<file path="src/hdl/b60id_pkg.sv">
`timescale 1ns / 1ps
// ----------------------------------------------------------------------------
// b60id_pkg
// Shared types, constants and the base-60 digit lookup for the id decoder.
// ----------------------------------------------------------------------------
package b60id_pkg;

    localparam int unsigned B60_ID_LENGTH    = 18;
    localparam int unsigned B60_POS_W        = 5;
    localparam int unsigned B60_DIGIT_W      = 6;
    localparam int unsigned B60_LIMIT_W      = 16;
    localparam int unsigned B60_VALUE_W      = 81;
    localparam int unsigned B60_VHIGH_W      = 17;
    localparam int unsigned B60_HIGH_ID_W    = 32;
    localparam int unsigned B60_LOW_ID_W     = 64;
    localparam int unsigned B60_Q_DEPTH      = 2;

    localparam logic [B60_LIMIT_W-1:0] B60_LIMIT_RESET = 16'd36000;
    localparam logic [B60_POS_W-1:0]   B60_POS_FIRST   = 5'd0;
    localparam logic [B60_POS_W-1:0]   B60_POS_BKT_MSD = 5'd1;
    localparam logic [B60_POS_W-1:0]   B60_POS_BKT_LSD = 5'd3;
    localparam logic [B60_POS_W-1:0]   B60_POS_VAL_MSD = 5'd4;
    localparam logic [B60_POS_W-1:0]   B60_POS_LAST    = 5'd17;
    localparam logic [7:0]             B60_PREFIX_CHAR = 8'h5f;  // '_'

    // One classified character handed from the front to the back.
    typedef struct packed {
        logic [B60_DIGIT_W-1:0] digit;
        logic                   clr;        // first character: clear accumulators
        logic                   acc_bucket; // shift digit into bucket
        logic                   acc_value;  // shift digit into value
        logic                   last;       // final character: emit result
        logic                   err;        // id has an error so far
    } t_entry;

    // Result of the alphabet lookup.
    typedef struct packed {
        logic                   bad;
        logic [B60_DIGIT_W-1:0] value;
    } t_digit;

    // Base-60 alphabet: 0-9, a-z, A-Z without O and Q.
    function automatic t_digit digit_value(input logic [7:0] c);
        t_digit r;
        r.bad   = 1'b0;
        r.value = '0;
        if (c >= 8'h30 && c <= 8'h39) begin
            r.value = 6'(c - 8'h30);
        end else if (c >= 8'h61 && c <= 8'h7a) begin
            r.value = 6'(c - 8'h61 + 8'd10);
        end else if (c >= 8'h41 && c <= 8'h4e) begin
            r.value = 6'(c - 8'h41 + 8'd36);
        end else if (c == 8'h50) begin
            r.value = 6'd50;
        end else if (c >= 8'h52 && c <= 8'h5a) begin
            r.value = 6'(c - 8'h52 + 8'd51);
        end else begin
            r.bad = 1'b1;
        end
        return r;
    endfunction

endpackage

</file>
<file path="src/hdl/b60id_front.sv">
`timescale 1ns / 1ps
// ----------------------------------------------------------------------------
// b60id_front
// Tracks the character position and error state, classifies each request.
// ----------------------------------------------------------------------------
module b60id_front (
    input  logic                  i_clk,
    input  logic                  i_rst_n,
    input  logic                  i_push,
    input  logic [7:0]            i_char_in,
    input  logic                  i_restart,
    output b60id_pkg::t_entry     o_entry
);
    import b60id_pkg::*;

    logic [B60_POS_W-1:0] r_pos, n_pos;
    logic                 r_err, n_err;
    logic [B60_POS_W-1:0] pos;
    t_digit               dig;
    logic                 byte_bad;

    always_comb begin
        pos = i_restart ? B60_POS_FIRST : r_pos;
        dig = digit_value(i_char_in);

        if (pos == B60_POS_FIRST) begin
            byte_bad = (i_char_in != B60_PREFIX_CHAR);
        end else if (dig.bad) begin
            byte_bad = 1'b1;
        end else if ((pos == B60_POS_BKT_MSD || pos == B60_POS_VAL_MSD)
                     && dig.value >= 6'd10) begin
            byte_bad = 1'b1;
        end else begin
            byte_bad = 1'b0;
        end

        o_entry.digit      = dig.value;
        o_entry.clr        = (pos == B60_POS_FIRST);
        o_entry.acc_bucket = !byte_bad && pos >= B60_POS_BKT_MSD
                             && pos <= B60_POS_BKT_LSD;
        o_entry.acc_value  = !byte_bad && pos >= B60_POS_VAL_MSD;
        o_entry.last       = (pos == B60_POS_LAST);
        o_entry.err        = byte_bad || (pos != B60_POS_FIRST && r_err);

        n_pos = (pos == B60_POS_LAST) ? B60_POS_FIRST : pos + 5'd1;
        n_err = o_entry.err;
    end

    always_ff @(posedge i_clk) begin
        if (!i_rst_n) begin
            r_pos <= B60_POS_FIRST;
            r_err <= 1'b0;
        end else if (i_push) begin
            r_pos <= n_pos;
            r_err <= n_err;
        end
    end

endmodule

</file>
<file path="src/hdl/b60id_queue.sv">
`timescale 1ns / 1ps
// ----------------------------------------------------------------------------
// b60id_queue
// Small FIFO of classified characters between front and back.
// ----------------------------------------------------------------------------
module b60id_queue #(
    parameter int unsigned DEPTH = b60id_pkg::B60_Q_DEPTH
) (
    input  logic                  i_clk,
    input  logic                  i_rst_n,
    input  logic                  i_push,
    input  b60id_pkg::t_entry     i_data,
    output logic                  o_ready,
    output logic                  o_valid,
    output b60id_pkg::t_entry     o_data,
    input  logic                  i_pop
);
    import b60id_pkg::*;

    localparam int unsigned PTR_W = (DEPTH > 1) ? $clog2(DEPTH) : 1;
    localparam int unsigned CNT_W = $clog2(DEPTH + 1);
    localparam logic [PTR_W-1:0] LAST_PTR = PTR_W'(DEPTH - 1);
    localparam logic [CNT_W-1:0] FULL_CNT = CNT_W'(DEPTH);

    t_entry             r_mem [DEPTH];
    logic [PTR_W-1:0]   r_wr_ptr, r_rd_ptr;
    logic [CNT_W-1:0]   r_count;

    assign o_ready = (r_count != FULL_CNT);
    assign o_valid = (r_count != '0);
    assign o_data  = r_mem[r_rd_ptr];

    always_ff @(posedge i_clk) begin
        if (i_push) begin
            r_mem[r_wr_ptr] <= i_data;
        end
    end

    always_ff @(posedge i_clk) begin
        if (!i_rst_n) begin
            r_wr_ptr <= '0;
            r_rd_ptr <= '0;
            r_count  <= '0;
        end else begin
            if (i_push) begin
                r_wr_ptr <= (r_wr_ptr == LAST_PTR) ? '0 : r_wr_ptr + 1'b1;
            end
            if (i_pop) begin
                r_rd_ptr <= (r_rd_ptr == LAST_PTR) ? '0 : r_rd_ptr + 1'b1;
            end
            case ({i_push, i_pop})
                2'b10:   r_count <= r_count + 1'b1;
                2'b01:   r_count <= r_count - 1'b1;
                default: r_count <= r_count;
            endcase
        end
    end

endmodule

</file>
<file path="src/hdl/b60id_back.sv">
`timescale 1ns / 1ps
// ----------------------------------------------------------------------------
// b60id_back
// Base-60 accumulators, limit check and registered result stage.
// ----------------------------------------------------------------------------
module b60id_back (
    input  logic                                   i_clk,
    input  logic                                   i_rst_n,
    input  logic                                   i_q_valid,
    input  b60id_pkg::t_entry                      i_q_data,
    output logic                                   o_q_pop,
    input  logic [b60id_pkg::B60_LIMIT_W-1:0]      i_bucket_limit,
    output logic                                   o_out_valid,
    input  logic                                   i_out_ready,
    output logic                                   o_id_ok,
    output logic [b60id_pkg::B60_HIGH_ID_W-1:0]    o_high_id,
    output logic [b60id_pkg::B60_LOW_ID_W-1:0]     o_low_id
);
    import b60id_pkg::*;

    logic [B60_LIMIT_W-1:0]   r_bucket, n_bucket;
    logic [B60_VALUE_W-1:0]   r_value, n_value;
    logic [B60_LIMIT_W-1:0]   base_b;
    logic [B60_VALUE_W-1:0]   base_v;
    logic [21:0]              bprod;
    logic                     ok;
    logic [B60_HIGH_ID_W-1:0] high_sum;

    logic                     r_out_valid;
    logic                     r_id_ok;
    logic [B60_HIGH_ID_W-1:0] r_high_id;
    logic [B60_LOW_ID_W-1:0]  r_low_id;

    // A final character needs a free output slot; others drain freely.
    assign o_q_pop = i_q_valid && (!i_q_data.last || !r_out_valid || i_out_ready);

    always_comb begin
        base_b = i_q_data.clr ? '0 : r_bucket;
        base_v = i_q_data.clr ? '0 : r_value;
        bprod  = {6'b0, base_b} * 22'd60;

        n_bucket = base_b;
        if (i_q_data.acc_bucket) begin
            n_bucket = bprod[B60_LIMIT_W-1:0] + {10'b0, i_q_data.digit};
        end

        // x*60 = x*64 - x*4, mod 2^81
        n_value = base_v;
        if (i_q_data.acc_value) begin
            n_value = (base_v << 6) - (base_v << 2)
                      + {{(B60_VALUE_W-B60_DIGIT_W){1'b0}}, i_q_data.digit};
        end

        ok = !i_q_data.err && n_bucket != '0 && n_bucket < i_bucket_limit;
        high_sum = {n_bucket, 16'b0}
                   + {15'b0, n_value[B60_VALUE_W-1:B60_LOW_ID_W]};
    end

    always_ff @(posedge i_clk) begin
        if (o_q_pop) begin
            r_bucket <= n_bucket;
            r_value  <= n_value;
        end
        if (o_q_pop && i_q_data.last) begin
            r_id_ok   <= ok;
            r_high_id <= ok ? high_sum : '0;
            r_low_id  <= ok ? n_value[B60_LOW_ID_W-1:0] : '0;
        end
    end

    always_ff @(posedge i_clk) begin
        if (!i_rst_n) begin
            r_out_valid <= 1'b0;
        end else if (o_q_pop && i_q_data.last) begin
            r_out_valid <= 1'b1;
        end else if (i_out_ready) begin
            r_out_valid <= 1'b0;
        end
    end

    assign o_out_valid = r_out_valid;
    assign o_id_ok     = r_id_ok;
    assign o_high_id   = r_high_id;
    assign o_low_id    = r_low_id;

endmodule

</file>
<file path="src/hdl/base60_id_decoder_core.sv">
`timescale 1ns / 1ps
// ----------------------------------------------------------------------------
// base60_id_decoder_core
// Streaming decoder for 18-character base-60 object identifiers.
// ----------------------------------------------------------------------------
// Usage:
//   Input channel (i_in_valid / o_in_ready): one request per identifier
//   byte, i_char_in plus i_restart. i_restart forces the byte to position 0.
//   After the 18th byte one result request leaves on the output channel
//   (o_out_valid / i_out_ready): o_id_ok, o_high_id, o_low_id. Invalid ids
//   give zero id fields. Other bytes produce nothing.
//   Config channel (i_cfg_valid / o_cfg_ready): writes bucket_limit; it is
//   always ready and must only be written while the block is idle.
//   Throughput: one byte per cycle while the queue has room; the back end
//   does the multiply-by-60 (shift and subtract) of the 81-bit value in
//   combinational logic. With the output free, the accepted 18th byte is
//   written into the queue; the back end then pops it and loads the output
//   register on the same edge, which raises o_out_valid.
//   Reset (synchronous, active low) empties the queue, drops any partial id,
//   clears the output valid and loads bucket_limit with 36000.
//   When the receiver stalls, the result waits in the output register while
//   the front keeps taking bytes until the queue fills; o_in_ready then drops.
// ----------------------------------------------------------------------------
module base60_id_decoder_core #(
    parameter int unsigned Q_DEPTH = b60id_pkg::B60_Q_DEPTH
) (
    input  logic                                   i_clk,
    input  logic                                   i_rst_n,
    // configuration write
    input  logic                                   i_cfg_valid,
    output logic                                   o_cfg_ready,
    input  logic [b60id_pkg::B60_LIMIT_W-1:0]      i_cfg_data,
    // character input
    input  logic                                   i_in_valid,
    output logic                                   o_in_ready,
    input  logic [7:0]                             i_char_in,
    input  logic                                   i_restart,
    // result output
    output logic                                   o_out_valid,
    input  logic                                   i_out_ready,
    output logic                                   o_id_ok,
    output logic [b60id_pkg::B60_HIGH_ID_W-1:0]    o_high_id,
    output logic [b60id_pkg::B60_LOW_ID_W-1:0]     o_low_id
);
    import b60id_pkg::*;

    logic [B60_LIMIT_W-1:0] r_bucket_limit;
    logic                   push;
    logic                   q_ready;
    logic                   q_valid;
    logic                   q_pop;
    t_entry                 front_entry;
    t_entry                 q_entry;

    // Bucket limit register; only write it while idle: the block does not check.
    assign o_cfg_ready = 1'b1;

    always_ff @(posedge i_clk) begin
        if (!i_rst_n) begin
            r_bucket_limit <= B60_LIMIT_RESET;
        end else if (i_cfg_valid) begin
            r_bucket_limit <= i_cfg_data;
        end
    end

    assign o_in_ready = q_ready;
    assign push       = i_in_valid && q_ready;

    // Front: position tracking and character classification.
    b60id_front u_front (
        .i_clk     (i_clk),
        .i_rst_n   (i_rst_n),
        .i_push    (push),
        .i_char_in (i_char_in),
        .i_restart (i_restart),
        .o_entry   (front_entry)
    );

    // Decoupling queue.
    b60id_queue #(
        .DEPTH (Q_DEPTH)
    ) u_queue (
        .i_clk   (i_clk),
        .i_rst_n (i_rst_n),
        .i_push  (push),
        .i_data  (front_entry),
        .o_ready (q_ready),
        .o_valid (q_valid),
        .o_data  (q_entry),
        .i_pop   (q_pop)
    );

    // Back: accumulation and result register.
    b60id_back u_back (
        .i_clk          (i_clk),
        .i_rst_n        (i_rst_n),
        .i_q_valid      (q_valid),
        .i_q_data       (q_entry),
        .o_q_pop        (q_pop),
        .i_bucket_limit (r_bucket_limit),
        .o_out_valid    (o_out_valid),
        .i_out_ready    (i_out_ready),
        .o_id_ok        (o_id_ok),
        .o_high_id      (o_high_id),
        .o_low_id       (o_low_id)
    );

endmodule

</file>
<file path="config.mk">
export PLATFORM = sky130hd
export DESIGN_NAME = base60_id_decoder_core
export DESIGN_NICKNAME = d
export VERILOG_FILES = /design/src/hdl/b60id_pkg.sv /design/src/hdl/b60id_front.sv /design/src/hdl/b60id_queue.sv /design/src/hdl/b60id_back.sv /design/src/hdl/base60_id_decoder_core.sv
export SDC_FILE = /design/constraint.sdc
export NUM_CORES = 1
export LEC_CHECK = 0
export ABC_AREA = 0
export BUFFER_PORTS_ARGS = -buffer_cell sky130_fd_sc_hd__buf_2
export CORE_ASPECT_RATIO = 1.75
export CORE_MARGIN = 2
export CORE_UTILIZATION = 45
export DETAILED_ROUTE_END_ITERATION = 8
export GPL_TIMING_DRIVEN = 1
export PLACE_DENSITY = 0.67
export SYNTH_ARGS = -nofsm -noshare
export SYNTH_HDL_FRONTEND = slang
export SYNTH_SLANG_ARGS = --single-unit
export TNS_END_PERCENT = 50
</file>
<file path="constraint.sdc">
create_clock -name i_clk -period 11.8 [get_ports i_clk]
set_input_delay 0.59 -clock i_clk [delete_from_list [all_inputs] [get_ports i_clk]]
set_output_delay 0.59 -clock i_clk [all_outputs]
set_load 0.03 [all_outputs]
</file>
* Yosys cells after proc, flatten, opt, wreduce, memory -nomap -nowiden
Memory sizes are Yosys's and may differ from the RTL's. A register that Yosys moved wholly into a read port is not among the register bits.
Cells that the tools add are included.
** Operators by class
- $add $sub $neg :: 16
- Multipliers :: 1
- $lt $le $gt $ge :: 13
- Eq/ne operators :: 8
- Multiplexer cells :: 28
- Reduce and logical (&&, ||, !) cells :: 28
** Operators by type and width (number)
- $mux 81 :: 2
- $add 81x6->81 :: 1
- $sub 81x81->81 :: 1
- $add 32x17->32 :: 1
- $mux 16 :: 2
- $mux 6 :: 5
- $ge 8x7->1 const B :: 3
- $le 8x7->1 const B :: 3
- $add 16x6->16 :: 1
- $lt 16x16->1 :: 1
- $mul 16x4->14 const B :: 1
- $mux 1 :: 16
- $reduce_bool 16->1 :: 1
- $logic_and 1x1->1 :: 14
- $add 6x6->6 const B :: 2
- $sub 6x6->6 const B :: 2
- $mux 5 :: 2
- $eq 8x7->1 const B :: 1
- $ge 8x6->1 const B :: 1
- $le 8x6->1 const B :: 1
- $ne 8x7->1 const B :: 1
- $add 6x4->6 const B :: 1
- $ge 6x4->1 const B :: 1
- $reduce_bool 2->1 :: 3
- 20 further kinds :: 27
** Storage, ports and cells
- Flip-flop bits (word level) :: 221
- Bits in writable memories :: 22
- Input bits :: 30
- Output and inout port bits :: 100
- Word-level logic and storage cells :: 107
- Memories kept :: 1
** Memories
- u_queue.r_mem :: words 2, bits a word 11, rd ports 1, clocked after memory_dff 1, wr ports 1, line b60id_queue.sv:25 : t_entry r_mem [DEPTH];

* Logic depth before layout (Yosys ltp)
- Depth in word-level cells :: 15
- Mapped depth :: 34
- Depth with buffers taken out :: 24

* By module
From an unflattened synthesis, not the netlist that was laid out.
** Unflattened totals
- Cell total of the unflattened synthesis :: 2021
- Area total of the unflattened synthesis :: 18182.4 sq um
** Modules (own cells, without submodules)
- b60id_back :: times used 1, cells each 1742, area each 15399.8 sq um, sequential area each 5845.6 sq um
- b60id_front :: times used 1, cells each 169, area each 1156.1 sq um, sequential area each 120.1 sq um
- b60id_queue :: times used 1, cells each 56, area each 1006.0 sq um, sequential area each 760.7 sq um
- base60_id_decoder_core :: times used 1, cells each 54, area each 620.6 sq um, sequential area each 320.3 sq um

* Worst setup path before layout
Ideal clock, no wire load.
- Path type :: register -> register
- Start point :: reg with a tool-made name
- End point :: reg u_back.r_high_id[0] (netlist: u_back.o_high_id[0]) (enable)
- Setup time :: 0.565 ns
- Arrival time :: 7.996 ns
- Data required time :: 11.235 ns
- Slack :: 3.238 ns
- Cell stages (with the launch flop) :: 6
- Path buffers :: 2
- Period minus slack after synthesis :: 8.562 ns
- Cell sequence :: dfxtp_1 buf_2 buf_1 mux2i_1 o32a_1 nor2b_1
** RTL lines
- end signal, assigned :: line b60id_back.sv:66 : r_high_id <= ok ? high_sum : '0;
- end, declared :: line b60id_back.sv:31 : logic [B60_HIGH_ID_W-1:0] r_high_id;

==> qor.csv <==
stage,metric,value,unit
status,status,"finished, final reports clean",
clock_network,cts_resized,0,
yosys,synthAdderAreaFrac,0.107,
die,rows,96,
clock_network,htree_levels,1,
clock_network,ctsHoldBuffers,0,
yosys,synth.distinct_cells,83,
worst_hold_path,holdPathEnd,r_bucket_limit[5],
cells_and_area,postLayoutCoreUtil,0.500,
critical_path,arrival,8.81,ns
critical_path,regToRegEndpoint,u_back.o_low_id[22],
cells_and_area,regArea,0.00705,mm2
timing,min_period,8.39,ns
critical_path,cp.required,12.22,ns
cells_and_area,multiInputGateArea,0.00972,mm2
cells_and_area,stdcell_area,0.0195,mm2
run,cap_violations,0,
die,die_area,0.0411,mm2
timing,finalClockSkew,0.0137,ns
critical_path,crit_fanout,69,
detailed_routing,first_pass_iters,5,
yosys,synthArstFlopShare,0,
yosys,yosysSeqAreaShare,0.397,
detailed_routing,routedWlPerCell,19.6,um
critical_path,r2r_setup_slack,3.41,ns
cells_and_area,nets,2204,
cells_and_area,syn_to_final_growth,10.1,%
clock_network,cts_buffer_depth,3,
yosys,synthXorXnorAreaFrac,0.0553,
cells_and_area,drive_gt1_frac,0.105,
timing,rsz0062_at_grt,false,
grt,track_usage,0.240,
timing,fin_crit_sh,0.711,
yosys,synthCells,1966,
die,core_area,0.0390,mm2
yosys,synth_edf_count,216,
yosys,yosys_warnings,0,
timing,drv_slew,0,
grt,grt_pass1_vias,15081,
detailed_routing,drt_iter0_drc,684,
timing,setup_violations,0,
worst_hold_path,hp-class,in -> reg,
cells_and_area,antenna-diode-count,0,
critical_path,worstSetupEndpointType,flop,
detailed_routing,drt_wl_total,49800,um
detailed_routing,dr_total_vias,14745,
yosys,synth_ff_type,edfxtp_1,
yosys,synth_fp_nets,2136,
yosys,synth_top_family_by_area,compound AO/OA/AOI/OAI gates,
detailed_routing,viasPerCell,5.80,
grt,antenna_found_initial,0,
die,start_util,0.454,
yosys,synth_compound_area_frac,0.189,
placed_design,port_buffers,128,
cells_and_area,nFillCells,3714,
critical_path,critPathKind,reg -> reg,
clock_network,numCtsBuffers,25,
timing,setup_tns,0,ns
grt,grt_max_degree,99,
die,die_w,154,um
yosys,mappedNetlistArea,0.0177,mm2
die,die_h,267,um
placed_design,dp_hpwl,37900,um
detailed_routing,ant_nets,0,
clock_network,clock_latency,0.56,ns
clock_network,cts_setup_buffers,0,
yosys,ys_ff_latch,244,
detailed_routing,drc_errors,0,
yosys,avgSynthCellArea,9.02,um2
grt,grt_pass1_wl,78100,um
yosys,synthMuxAreaShare,0.0163,
die,pin_count,130,
clock_network,root_buffer,clkbuf_16,
critical_path,reg2reg_depth,25,
critical_path,startpoint_type,flop,
timing,tightest_slew,1.07,ns
grt,overflow,0,
yosys,synthSimpleGateAreaFrac,0.178,
worst_hold_path,whs_path_depth,3,
worst_hold_path,min_from,i_cfg_data[5],
timing,relSlewSlack,0.277,
placed_design,gp_congestion,0.945,
timing,max_freq,119,MHz
clock_network,cts_tree,built,
timing,hold_viol,0,
clock_network,clk_pin_slew,0.07,ns
clock_network,cts_sinks,244,
placed_design,place_area,0.0187,mm2
## cell usage after synthesis (all sizes together), types with 7 or more instances
master	instances	area share
buf	22	0.0081
a21boi	7	0.0032
ha	124	0.087
and2	75	0.026
or3	16	0.0056
o22ai	8	0.0028
mux2i	21	0.012
nand2b	12	0.0042
o21a	15	0.0063
nand3	27	0.0076
a21o	41	0.017
fa	16	0.018
inv	155	0.033
clkbuf	75	0.016
nor2b	18	0.0063
o211ai	18	0.0076
nand2	226	0.048
nor3	30	0.0085
a211oi	26	0.011
mux2	7	0.0044
o21bai	18	0.0076
dfxtp	28	0.032
and3	17	0.0060
nand4	34	0.012
edfxtp	216	0.37
o31ai	12	0.0051
xor2	40	0.020
o21ai	89	0.025
nor4	13	0.0054
nor2	163	0.034
a21oi	184	0.052
xnor2	72	0.036
a31oi	32	0.012
## worst max path at each step
stage | from | end | slack, ns | cells past startpoint
CTS | flop | u_back.o_low_id[13] | 3.40 | 24
global placement | flop | u_back.o_low_id[22] | 3.67 | 24
floorplan | flop | u_back.o_high_id[0] | 3.24 | 5
finish | flop | u_back.o_low_id[22] | 3.41 | 25
detailed placement | flop | u_back.o_low_id[2] | 3.41 | 24
global route | flop | u_back.o_low_id[1] | 2.84 | 25
## critical path, stage by stage (launching register included)
cell and delay [ns]:
dfxtp_1 0.88, mux2i_4 0.48, buf_4 0.44, buf_4 0.68
nand2_1 0.16, xnor2_1 0.27, fa_1 0.48, ha_1 0.32
o21ai_0 0.10, o21bai_1 0.24, and2_1 0.25, and3_1 0.27
xor2_1 0.10, o21ai_0 0.37, inv_1 0.19, ha_1 0.33
o21ai_0 0.08, nand2b_1 0.08, a21oi_1 0.18, o211ai_1 0.12
maj3_1 0.37, o21a_1 0.18, a311o_2 0.30, buf_4 0.28
inv_2 0.73, and2_1 0.24
## layout by cell type, fill, tap and decap left out, drive strengths merged, types with 21 or more instances in the layout
master	instances
a211oi	26
a21o	41
a21oi	184
a31oi	32
and2	75
buf	138
clkbuf	29
dfxtp	28
edfxtp	216
ha	124
inv	160
mux2i	21
nand2	226
nand3	27
nand4	34
nor2	163
nor3	30
o21ai	89
xnor2	72
xor2	40
## area by class of cell
| type | instances | share of cell area |
|---|---|---|
| clock buffers | 29 | 0.0328 |
| clock inverters | 17 | 0.0106 |
| inverters | 156 | 0.0300 |
| multi-input cells | 1469 | 0.498 |
| flip-flops and latches | 244 | 0.361 |
| well taps | 490 | 0.0314 |
| repair buffers | 138 | 0.0366 |
## layer usage
| metal | GRT usage | share of wire | up-vias | wire, um |
|---|---|---|---|---|
| met5 | 0 | 0 | - | 0 |
| met4 | 0.146 | 0.064 | 0 | 3190 |
| met3 | 0.0211 | 0.033 | 156 | 1650 |
| met2 | 0.476 | 0.55 | 367 | 27400 |
| met1 | 0.236 | 0.35 | 7027 | 17600 |
| li1 | - | - | 7195 | - |
## registers in the layout (all words and copies together) (netlist names), 2 cells and up, named ones only
register	count
r_bucket_limit	16
u_back.o_low_id	64
u_back.r_bucket	16
u_front.r_pos	5
u_back.o_high_id	32
u_queue.r_mem	22
u_back.r_value	81
u_queue.r_count	2
## through the flow
stage	setup slack, ns	hold slack [ns]	instances
floorplan	3.24	0.461	1966
global placement	3.67	0.487	2497
detailed placement	3.41	0.496	2497
CTS	3.40	0.241	2543
global route	2.84	0.268	2543
finish	3.41	0.257	2543
## cells by family (layout without fill, tap and decap cells)
| family | count (synthesis) | after routing |
|---|---|---|
| AND/OR/NAND/NOR | 662 | 662 |
| AO/OA/AOI/OAI | 524 | 524 |
| buffers and inverters | 253 | 340 |
| flip-flops | 244 | 244 |
| adder cells (fa/ha/maj) | 142 | 142 |
| XOR/XNOR | 112 | 112 |
| multiplexers | 28 | 28 |
| other | 1 | 1 |
Power is not shown: default switching activity piles up to over one toggle a cycle in this logic, so the estimate is an artifact.
